## config.mk

```make
export PLATFORM = sky130hd
export DESIGN_NAME = fast_exp_bit_trick
export DESIGN_NICKNAME = d
export VERILOG_FILES = /design/src/hw/rtl/fexp_pkg.sv /design/src/hw/rtl/fexp_fmul.sv /design/src/hw/rtl/fast_exp_bit_trick.sv
export SDC_FILE = /design/constraint.sdc
export NUM_CORES = 2
export LEC_CHECK = 0
export BUFFER_PORTS_ARGS = -buffer_cell sky130_fd_sc_hd__buf_4
export CORE_MARGIN = 3
export CORE_UTILIZATION = 40
export DETAILED_ROUTE_END_ITERATION = 8
export SYNTH_ARGS = -nofsm -noshare
export SYNTH_HDL_FRONTEND = slang
export SYNTH_SLANG_ARGS = --single-unit
```

## constraint.sdc

```tcl
create_clock -name clk -period 8.9 [get_ports clk]
set_input_delay 1.78 -clock clk [delete_from_list [all_inputs] [get_ports clk]]
set_output_delay 1.78 -clock clk [all_outputs]
set_load 0.01 [all_outputs]
```

## src/hw/rtl/fexp_pkg.sv

```systemverilog
// ----------------------------------------------------------------------------
// fexp_pkg
// Shared constants, types and fp32 helper functions for the fast exponential.
// ----------------------------------------------------------------------------
package fexp_pkg;

    localparam logic [31:0] SCALE_RESET  = 32'h4B38AA3B;
    localparam logic [31:0] OFFSET_RESET = 32'd1064866360;
    localparam logic [31:0] QUIET_BIT    = 32'h00400000;
    localparam logic [31:0] CANON_NAN    = 32'h7FC00000;

    localparam logic REG_SCALE  = 1'b0;
    localparam logic REG_OFFSET = 1'b1;

    // unpacked operand: value = m * 2^(e-23), m[23] set for nonzero finite
    typedef struct packed {
        logic              sgn;
        logic              nan;
        logic              inf;
        logic              zero;
        logic signed [9:0] e;
        logic [23:0]       m;
    } fp_unp_t;

    typedef struct packed {
        logic [31:0] ival;
        logic        flag;
    } fp_int_t;

    // x / 2 with round to nearest even when the half is subnormal
    function automatic logic [31:0] fp_halve(input logic [31:0] b);
        logic [7:0]  ex;
        logic [23:0] s;
        logic        up;
        logic [31:0] r;
        ex = b[30:23];
        s  = {(ex == 8'd1), b[22:0]};
        up = s[0] & s[1];
        if (ex == 8'hFF)
            r = b;
        else if (ex >= 8'd2)
            r = {b[31], ex - 8'd1, b[22:0]};
        else
            r = {b[31], 31'({8'b0, s[23:1]}) + 31'(up)};
        return r;
    endfunction

    function automatic fp_unp_t fp_unpack(input logic [31:0] b);
        fp_unp_t     u;
        logic [7:0]  ex;
        logic [22:0] fr;
        logic [4:0]  lz;
        logic        found;
        ex = b[30:23];
        fr = b[22:0];
        lz = 5'd0;
        found = 1'b0;
        for (int i = 22; i >= 0; i--) begin
            if (!found && fr[i]) begin
                lz = 5'(22 - i);
                found = 1'b1;
            end
        end
        u.sgn  = b[31];
        u.nan  = (ex == 8'hFF) && (fr != 23'd0);
        u.inf  = (ex == 8'hFF) && (fr == 23'd0);
        u.zero = (ex == 8'd0) && (fr == 23'd0);
        if (ex != 8'd0) begin
            u.e = $signed({2'b00, ex}) - 10'sd127;
            u.m = {1'b1, fr};
        end
        else begin
            u.e = -10'sd127 - $signed({5'b00000, lz});
            u.m = {fr, 1'b0} << lz;
        end
        return u;
    endfunction

    // round a 48-bit significand product to fp32, nearest even
    function automatic logic [31:0] fp_round(
        input logic              sgn,
        input logic              nan,
        input logic              inf,
        input logic              zero,
        input logic signed [10:0] e,
        input logic [47:0]       p
    );
        logic signed [10:0] ee;
        logic signed [10:0] be;
        logic signed [10:0] s;
        logic [47:0]        sig;
        logic [47:0]        sh_sig;
        logic [5:0]         shc;
        logic               lost;
        logic [7:0]         expf;
        logic [23:0]        kept;
        logic               rnd;
        logic               st;
        logic               up;
        logic [30:0]        body;
        logic [31:0]        r;
        if (p[47]) begin
            ee  = e + 11'sd1;
            sig = p;
        end
        else begin
            ee  = e;
            sig = p << 1;
        end
        be = ee + 11'sd127;
        s  = 11'sd1 - be;
        if (be >= 11'sd1) begin
            shc    = 6'd0;
            sh_sig = sig;
            lost   = 1'b0;
            expf   = be[7:0];
        end
        else begin
            shc    = (s > 11'sd48) ? 6'd48 : s[5:0];
            sh_sig = sig >> shc;
            lost   = ((sh_sig << shc) != sig);
            expf   = 8'd0;
        end
        kept = sh_sig[47:24];
        rnd  = sh_sig[23];
        st   = (sh_sig[22:0] != 23'd0) | lost;
        up   = rnd & (st | kept[0]);
        body = {expf, kept[22:0]} + 31'(up);
        if (nan)
            r = CANON_NAN;
        else if (inf || be >= 11'sd255)
            r = {sgn, 8'hFF, 23'd0};
        else if (zero)
            r = {sgn, 31'd0};
        else
            r = {sgn, body};
        return r;
    endfunction

    // truncate toward zero to int32, clamp and flag
    function automatic fp_int_t fp_to_int(input logic [31:0] b);
        fp_int_t     t;
        logic [7:0]  ex;
        logic [22:0] fr;
        logic [31:0] mag;
        ex  = b[30:23];
        fr  = b[22:0];
        mag = 32'd0;
        t.flag = 1'b0;
        t.ival = 32'd0;
        if ((ex == 8'hFF) && (fr != 23'd0)) begin
            t.flag = 1'b1;
        end
        else if (ex >= 8'd158) begin
            if (b[31]) begin
                t.ival = 32'h80000000;
                t.flag = !((ex == 8'd158) && (fr == 23'd0));
            end
            else begin
                t.ival = 32'h7FFFFFFF;
                t.flag = 1'b1;
            end
        end
        else if (ex >= 8'd127) begin
            if (ex >= 8'd150)
                mag = {8'd0, 1'b1, fr} << (ex - 8'd150);
            else
                mag = {8'd0, 1'b1, fr} >> (8'd150 - ex);
            t.ival = b[31] ? (32'd0 - mag) : mag;
        end
        return t;
    endfunction

endpackage

```

## src/hw/rtl/fexp_fmul.sv

```systemverilog
// ----------------------------------------------------------------------------
// fexp_fmul
// Three-stage fp32 multiplier (unpack, multiply, round) with a sideband
// that travels alongside each operand pair.
// ----------------------------------------------------------------------------
module fexp_fmul
    import fexp_pkg::*;
#(
    parameter int SIDE_W = 1
)
(
    input  logic              clk,
    input  logic [2:0]        en,
    input  logic [31:0]       a_bits,
    input  logic [31:0]       b_bits,
    input  logic [SIDE_W-1:0] side_in,
    output logic [31:0]       prod_bits,
    output logic [SIDE_W-1:0] side_out
);

    fp_unp_t            ua_reg;
    fp_unp_t            ub_reg;
    logic [SIDE_W-1:0]  side1_reg;
    logic               sgn_reg;
    logic               nan_reg;
    logic               inf_reg;
    logic               zero_reg;
    logic signed [10:0] e_reg;
    logic [47:0]        p_reg;
    logic [SIDE_W-1:0]  side2_reg;
    logic [31:0]        bits_reg;
    logic [SIDE_W-1:0]  side3_reg;

    always_ff @(posedge clk)
    begin
        if (en[0])
        begin
            ua_reg    <= fp_unpack(a_bits);
            ub_reg    <= fp_unpack(b_bits);
            side1_reg <= side_in;
        end
        if (en[1])
        begin
            sgn_reg   <= ua_reg.sgn ^ ub_reg.sgn;
            nan_reg   <= ua_reg.nan | ub_reg.nan | (ua_reg.inf & ub_reg.zero)
                         | (ua_reg.zero & ub_reg.inf);
            inf_reg   <= ua_reg.inf | ub_reg.inf;
            zero_reg  <= ua_reg.zero | ub_reg.zero;
            e_reg     <= 11'(ua_reg.e) + 11'(ub_reg.e);
            p_reg     <= 48'(ua_reg.m) * 48'(ub_reg.m);
            side2_reg <= side1_reg;
        end
        if (en[2])
        begin
            bits_reg  <= fp_round(sgn_reg, nan_reg, inf_reg, zero_reg, e_reg, p_reg);
            side3_reg <= side2_reg;
        end
    end

    assign prod_bits = bits_reg;
    assign side_out  = side3_reg;

endmodule

```

## src/hw/rtl/fast_exp_bit_trick.sv

```systemverilog
// ----------------------------------------------------------------------------
// fast_exp_bit_trick
// Approximate fp32 exponential by the exponent-field bit trick.
//
// Input channel: in_valid/in_ready with mode and value_bits. Output channel:
// out_valid/out_ready with result_bits and out_of_range. Configuration
// channel: cfg_valid/cfg_ready with cfg_index (0 scale, 1 offset) and
// cfg_data; cfg_ready is always high, write only while the block is idle.
// One item is taken every cycle while in_ready is high; the depth is set
// by the two three-stage fp32 multipliers plus the halving, integer
// conversion and output stages.
// Reset clears all valid bits and loads the default scale and offset.
// When the receiver stalls, items pack into empty stages behind the output
// register; in_ready drops only once every stage holds an item.
// ----------------------------------------------------------------------------
module fast_exp_bit_trick
    import fexp_pkg::*;
(
    input  logic        clk,
    input  logic        rst_n,
    input  logic        in_valid,
    output logic        in_ready,
    input  logic        mode,
    input  logic [31:0] value_bits,
    output logic        out_valid,
    input  logic        out_ready,
    output logic [31:0] result_bits,
    output logic        out_of_range,
    input  logic        cfg_valid,
    output logic        cfg_ready,
    input  logic        cfg_index,
    input  logic [31:0] cfg_data
);

    localparam int SIDE2_W = 35;

    logic [31:0]        scale_reg;
    logic [31:0]        offset_reg;
    logic [9:1]         v_reg;
    logic [9:1]         en;

    logic [31:0]        h_reg;
    logic               mode1_reg;
    logic [31:0]        prod1;
    logic               mode4;
    fp_int_t            ti;
    logic [31:0]        a_reg;
    logic               flag5_reg;
    logic               mode5_reg;
    logic               a_nan;
    logic [31:0]        sq;
    logic [SIDE2_W-1:0] side8;
    logic [31:0]        res_reg;
    logic               flag9_reg;

    assign cfg_ready = 1'b1;

    always_ff @(posedge clk or negedge rst_n)
    begin
        if (!rst_n)
        begin
            scale_reg  <= SCALE_RESET;
            offset_reg <= OFFSET_RESET;
        end
        else if (cfg_valid)
        begin
            unique case (cfg_index)
                REG_SCALE:  scale_reg  <= cfg_data;
                REG_OFFSET: offset_reg <= cfg_data;
            endcase
        end
    end

    // stage enables: a stage loads when empty or when its item moves on
    always_comb
    begin
        en[9] = !v_reg[9] || out_ready;
        for (int k = 8; k >= 1; k--)
            en[k] = !v_reg[k] || en[k+1];
    end

    assign in_ready = en[1];

    always_ff @(posedge clk or negedge rst_n)
    begin
        if (!rst_n)
            v_reg <= '0;
        else
        begin
            if (en[1])
                v_reg[1] <= in_valid;
            for (int k = 2; k <= 9; k++)
                if (en[k])
                    v_reg[k] <= v_reg[k-1];
        end
    end

    // halve for mode 1
    always_ff @(posedge clk)
    begin
        if (en[1])
        begin
            h_reg     <= mode ? fp_halve(value_bits) : value_bits;
            mode1_reg <= mode;
        end
    end

    fexp_fmul #(.SIDE_W(1)) u_scale_mul (
        .clk      (clk),
        .en       (en[4:2]),
        .a_bits   (h_reg),
        .b_bits   (scale_reg),
        .side_in  (mode1_reg),
        .prod_bits(prod1),
        .side_out (mode4)
    );

    // truncate to int32 and add offset
    assign ti = fp_to_int(prod1);

    always_ff @(posedge clk)
    begin
        if (en[5])
        begin
            a_reg     <= ti.ival + offset_reg;
            flag5_reg <= ti.flag;
            mode5_reg <= mode4;
        end
    end

    assign a_nan = (a_reg[30:23] == 8'hFF) && (a_reg[22:0] != 23'd0);

    fexp_fmul #(.SIDE_W(SIDE2_W)) u_square_mul (
        .clk      (clk),
        .en       (en[8:6]),
        .a_bits   (a_reg),
        .b_bits   (a_reg),
        .side_in  ({mode5_reg, flag5_reg, a_nan, a_reg}),
        .prod_bits(sq),
        .side_out (side8)
    );

    // output register
    always_ff @(posedge clk)
    begin
        if (en[9])
        begin
            if (!side8[34])
                res_reg <= side8[31:0];
            else if (side8[32])
                res_reg <= side8[31:0] | QUIET_BIT;
            else
                res_reg <= sq;
            flag9_reg <= side8[33];
        end
    end

    assign out_valid    = v_reg[9];
    assign result_bits  = res_reg;
    assign out_of_range = flag9_reg;

    a_ready_only_on_stall: assert property (@(posedge clk) disable iff (!rst_n)
        !in_ready |-> (out_valid && !out_ready))
        else $error("input refused without an output stall");

    a_stall_holds_tail: assert property (@(posedge clk) disable iff (!rst_n)
        (v_reg[9] && !out_ready && v_reg[8]) |=> (v_reg[9] && v_reg[8]))
        else $error("item lost behind stalled output");

    a_full_blocks: assert property (@(posedge clk) disable iff (!rst_n)
        ((&v_reg) && !out_ready) |-> !in_ready)
        else $error("full pipeline accepted an item");

endmodule
```

==> metrics <==
Async SR Flop Fraction=approximately 13%; status=finished clean; CP arrival=9.17 ns; reg2reg path depth=30; Die Area=0.212 mm²; Final ANT Viol Nets=0; FF-to-FF Start=u_scale_mul.e_reg[1]$_DFFE_PP_; port buffer count=~110; Num CTS Buffers=between 70 and 80; synth-to-layout area growth=12.1%; worst skew pair latency=slightly above 0.7 ns; global route overflow=0; vias in the first global route=roughly 77,000; Min Hold Slack=about 0.4 ns; Die X=approximately 460 µm; Worst setup SP type=flop; Synth Area in Compound Gates=16.4%; DRC Markers=0; Sink Count=approximately 580; HP Start=u_square_mul.side2_reg[9]$_DFFE_PP_; WL met3=between 20,000 and 25,000 µm; Setup CP Type=flop to flop; maxcap violations=0; Reg2Reg Setup Slack=between 0.1 and 0.15 ns; main combinational cell family by area after synthesis=adder cells; Mapped Avg Cell Area=slightly below 9 µm²; Post-DP HPWL=between 200,000 and 300,000 µm; max layer used=met5; fmax=approximately 0.11 GHz; Vias=76,021; synth warn=0; fraction of layout instances using a drive strength above 1=12.9%; Mapped Cells=approximately 9,500; num rows=roughly 170; sequential share of the synthesized area=about a fifth; antenna violations before repair=15; RSZ-0062 raised after global routing=false; Post-Synthesis Cell Area=0.0827 mm²; non-filler cells, final=12,599; synth unique cells=between 100 and 150; Crit-path slowest cell=nor4_1; critical path peak fanout=20; number of enable flip-flop cells after synthesis=502; Crit. Startpoint=u_scale_mul.e_reg[1]$_DFFE_PP_; Slew @ Worst Pin=1.38 ns; Setup crit end kind=flop; worst hold stages=0; CTS clk-pin slew, worst paths=about 0.060 ns; met2 WL=around 160,000 µm; final setup TNS=0 ns; final worst-path cycle share=~98%; CTS hold repair buffers=0; Core Region=roughly 0.21 mm²; ys flop type=edfxtp_1; Largest register FFs=48; area share of fa/ha/maj cells after synthesis=between 20% and 30%; multiplexer area fraction after synthesis=6.59%; Max-slew headroom=under 10%; final net count=between 10,000 and 15,000; largest net degree at the start of global routing=roughly 150; min Tclk post-route=8.76 ns; GRT Util Overall=32.8%; DR iter-0 viols=roughly 8,100; post-placement cell count=approximately 12,000; met1 WL=between 100,000 and 150,000 µm; clk_skew=approximately 0.053 ns; global-route wire length before repair=between 500,000 and 600,000 µm; Final setup viols=0; drt total wl=approximately 350,000 µm; WL/cell=~28 µm; CTS tree=built; Die Span Y=~460 µm; slowest cell delay on critical path=around 0.55 ns; final hold violation count=0; Crit path required time=a little over 9 ns; HP Class=flop to flop; syn_nets=between 10,000 and 15,000; clock buffer depth=3; area share of and/or/nand/nor cells after synthesis=between 15 and 20%; Pre-antenna DRT Iters=8; Top Ports=roughly 110; synthesized flop and latch total=between 500 and 600; most used cell, CP=buf_4; H-Tree Depth=3; Synth Area in XOR/XNOR=~2.9%; via/cell ratio=just over 6; CTS root buffer=clkbuf_16; Initial Util=40.3%; GPL Wtd Cong=1.05; Max Slew Vio Count=0
[cells in the final DEF (no fill, tap or decap), drive strengths merged, types with 41 or more instances in the layout]
master and n:
a211oi 131, a21o 57, a21oi 486, a221oi 41, a22oi 68, a31oi 81, and2 408, and3 67
buf 779, clkbuf 78, dfrtp 41, edfxtp 502, fa 906, ha 420, inv 1113, mux2 167
mux2i 307, nand2 1132, nand2b 41, nand3 218, nor2 730, nor2b 50, nor3 238, nor4 62
o211ai 96, o21ai 481, o221ai 57, o22ai 132, o31ai 59, or3 56, xnor2 177, xor2 82
[worst paths after layout]
kind,to
max in group asynchronous,scale_reg[14]$_DFFE_PN0P_
hold / removal,u_square_mul.side_out[9]$_DFFE_PP_
setup / recovery,u_scale_mul.prod_bits[0]$_SDFFCE_PP0P_
min in group asynchronous,offset_reg[31]$_DFFE_PN0P_
hold reg to reg,u_square_mul.side_out[9]$_DFFE_PP_
setup reg to reg,u_scale_mul.prod_bits[0]$_SDFFCE_PP0P_
[kinds of logic after synthesis]
kind of cell,after synthesis
compound gates,2070
other cells,1
fa+ha+maj,1326
xor+xnor,262
mux,496
simple gates,3142
buf+inv,1653
flops,575
[critical path, delay by kind of cell, from the launching register on]
family	cells	cell delay, ns
XOR/XNOR	1	0.36
flip-flops	1	0.50
AND/OR/NAND/NOR	10	3.26
multiplexers	1	0.30
AO/OA/AOI/OAI	9	2.04
buffers and inverters	7	1.42
adder cells (fa/ha/maj)	2	0.58
[Yosys cell counts (58+ instances only)]
master,instances,area share [%]
o211ai_1,95,0.86
xnor2_1,175,1.9
clkbuf_1,433,2.0
nand2_1,1131,5.1
nor4_1,58,0.44
nor2_1,729,3.3
mux2_2,165,2.2
nor3_1,234,1.4
inv_1,1103,5.0
and2_1,406,3.1
mux2i_1,307,3.7
a31oi_1,81,0.61
and3_1,67,0.51
a21oi_1,483,2.9
nand3_1,218,1.3
ha_1,420,6.4
edfxtp_1,502,18
fa_1,906,22
xor2_1,80,0.85
a211oi_1,128,1.2
buf_1,61,0.28
o22ai_1,132,1.0
o21ai_0,461,2.8
a22oi_1,68,0.62
[layer usage]
layer,GRT usage [%],vias up
met5,0,-
met3,4.49,923
met2,53.3,3645
met1,41.6,37835
li1,-,33610
met4,19.7,8
[final cells by class]
| cell class | count | area [µm²] |
|---|---|---|
| timing repair buffer | 779 | 6030 |
| tap | 2688 | 3360 |
| clock buffer | 78 | 1820 |
| sequential | 575 | 16900 |
| inverter | 1112 | 4180 |
| fill | 20172 | 112000 |
| antenna | 20 | 50.0 |
| multi-input combinational | 7297 | 59800 |
| clock inverter | 50 | 554 |
[through the flow]
step,util [%],area [µm²],setup slack (ns)
final,45.2,92800,0.138
after detailed placement,43.9,90100,0.111
after CTS,45.0,92400,0.0667
after floorplan,-,82700,0.0553
after global placement,43.9,90100,0.123
after global routing,45.2,92700,0.00165
[what timing repair did]
item | CTS | global route
setup endpoints to repair | 0 | 18
buffers inserted | 0 | 22
resized for setup | 0 | 25
Power is not shown: default switching activity piles up to over one toggle a cycle in this logic, so the estimate is an artifact.
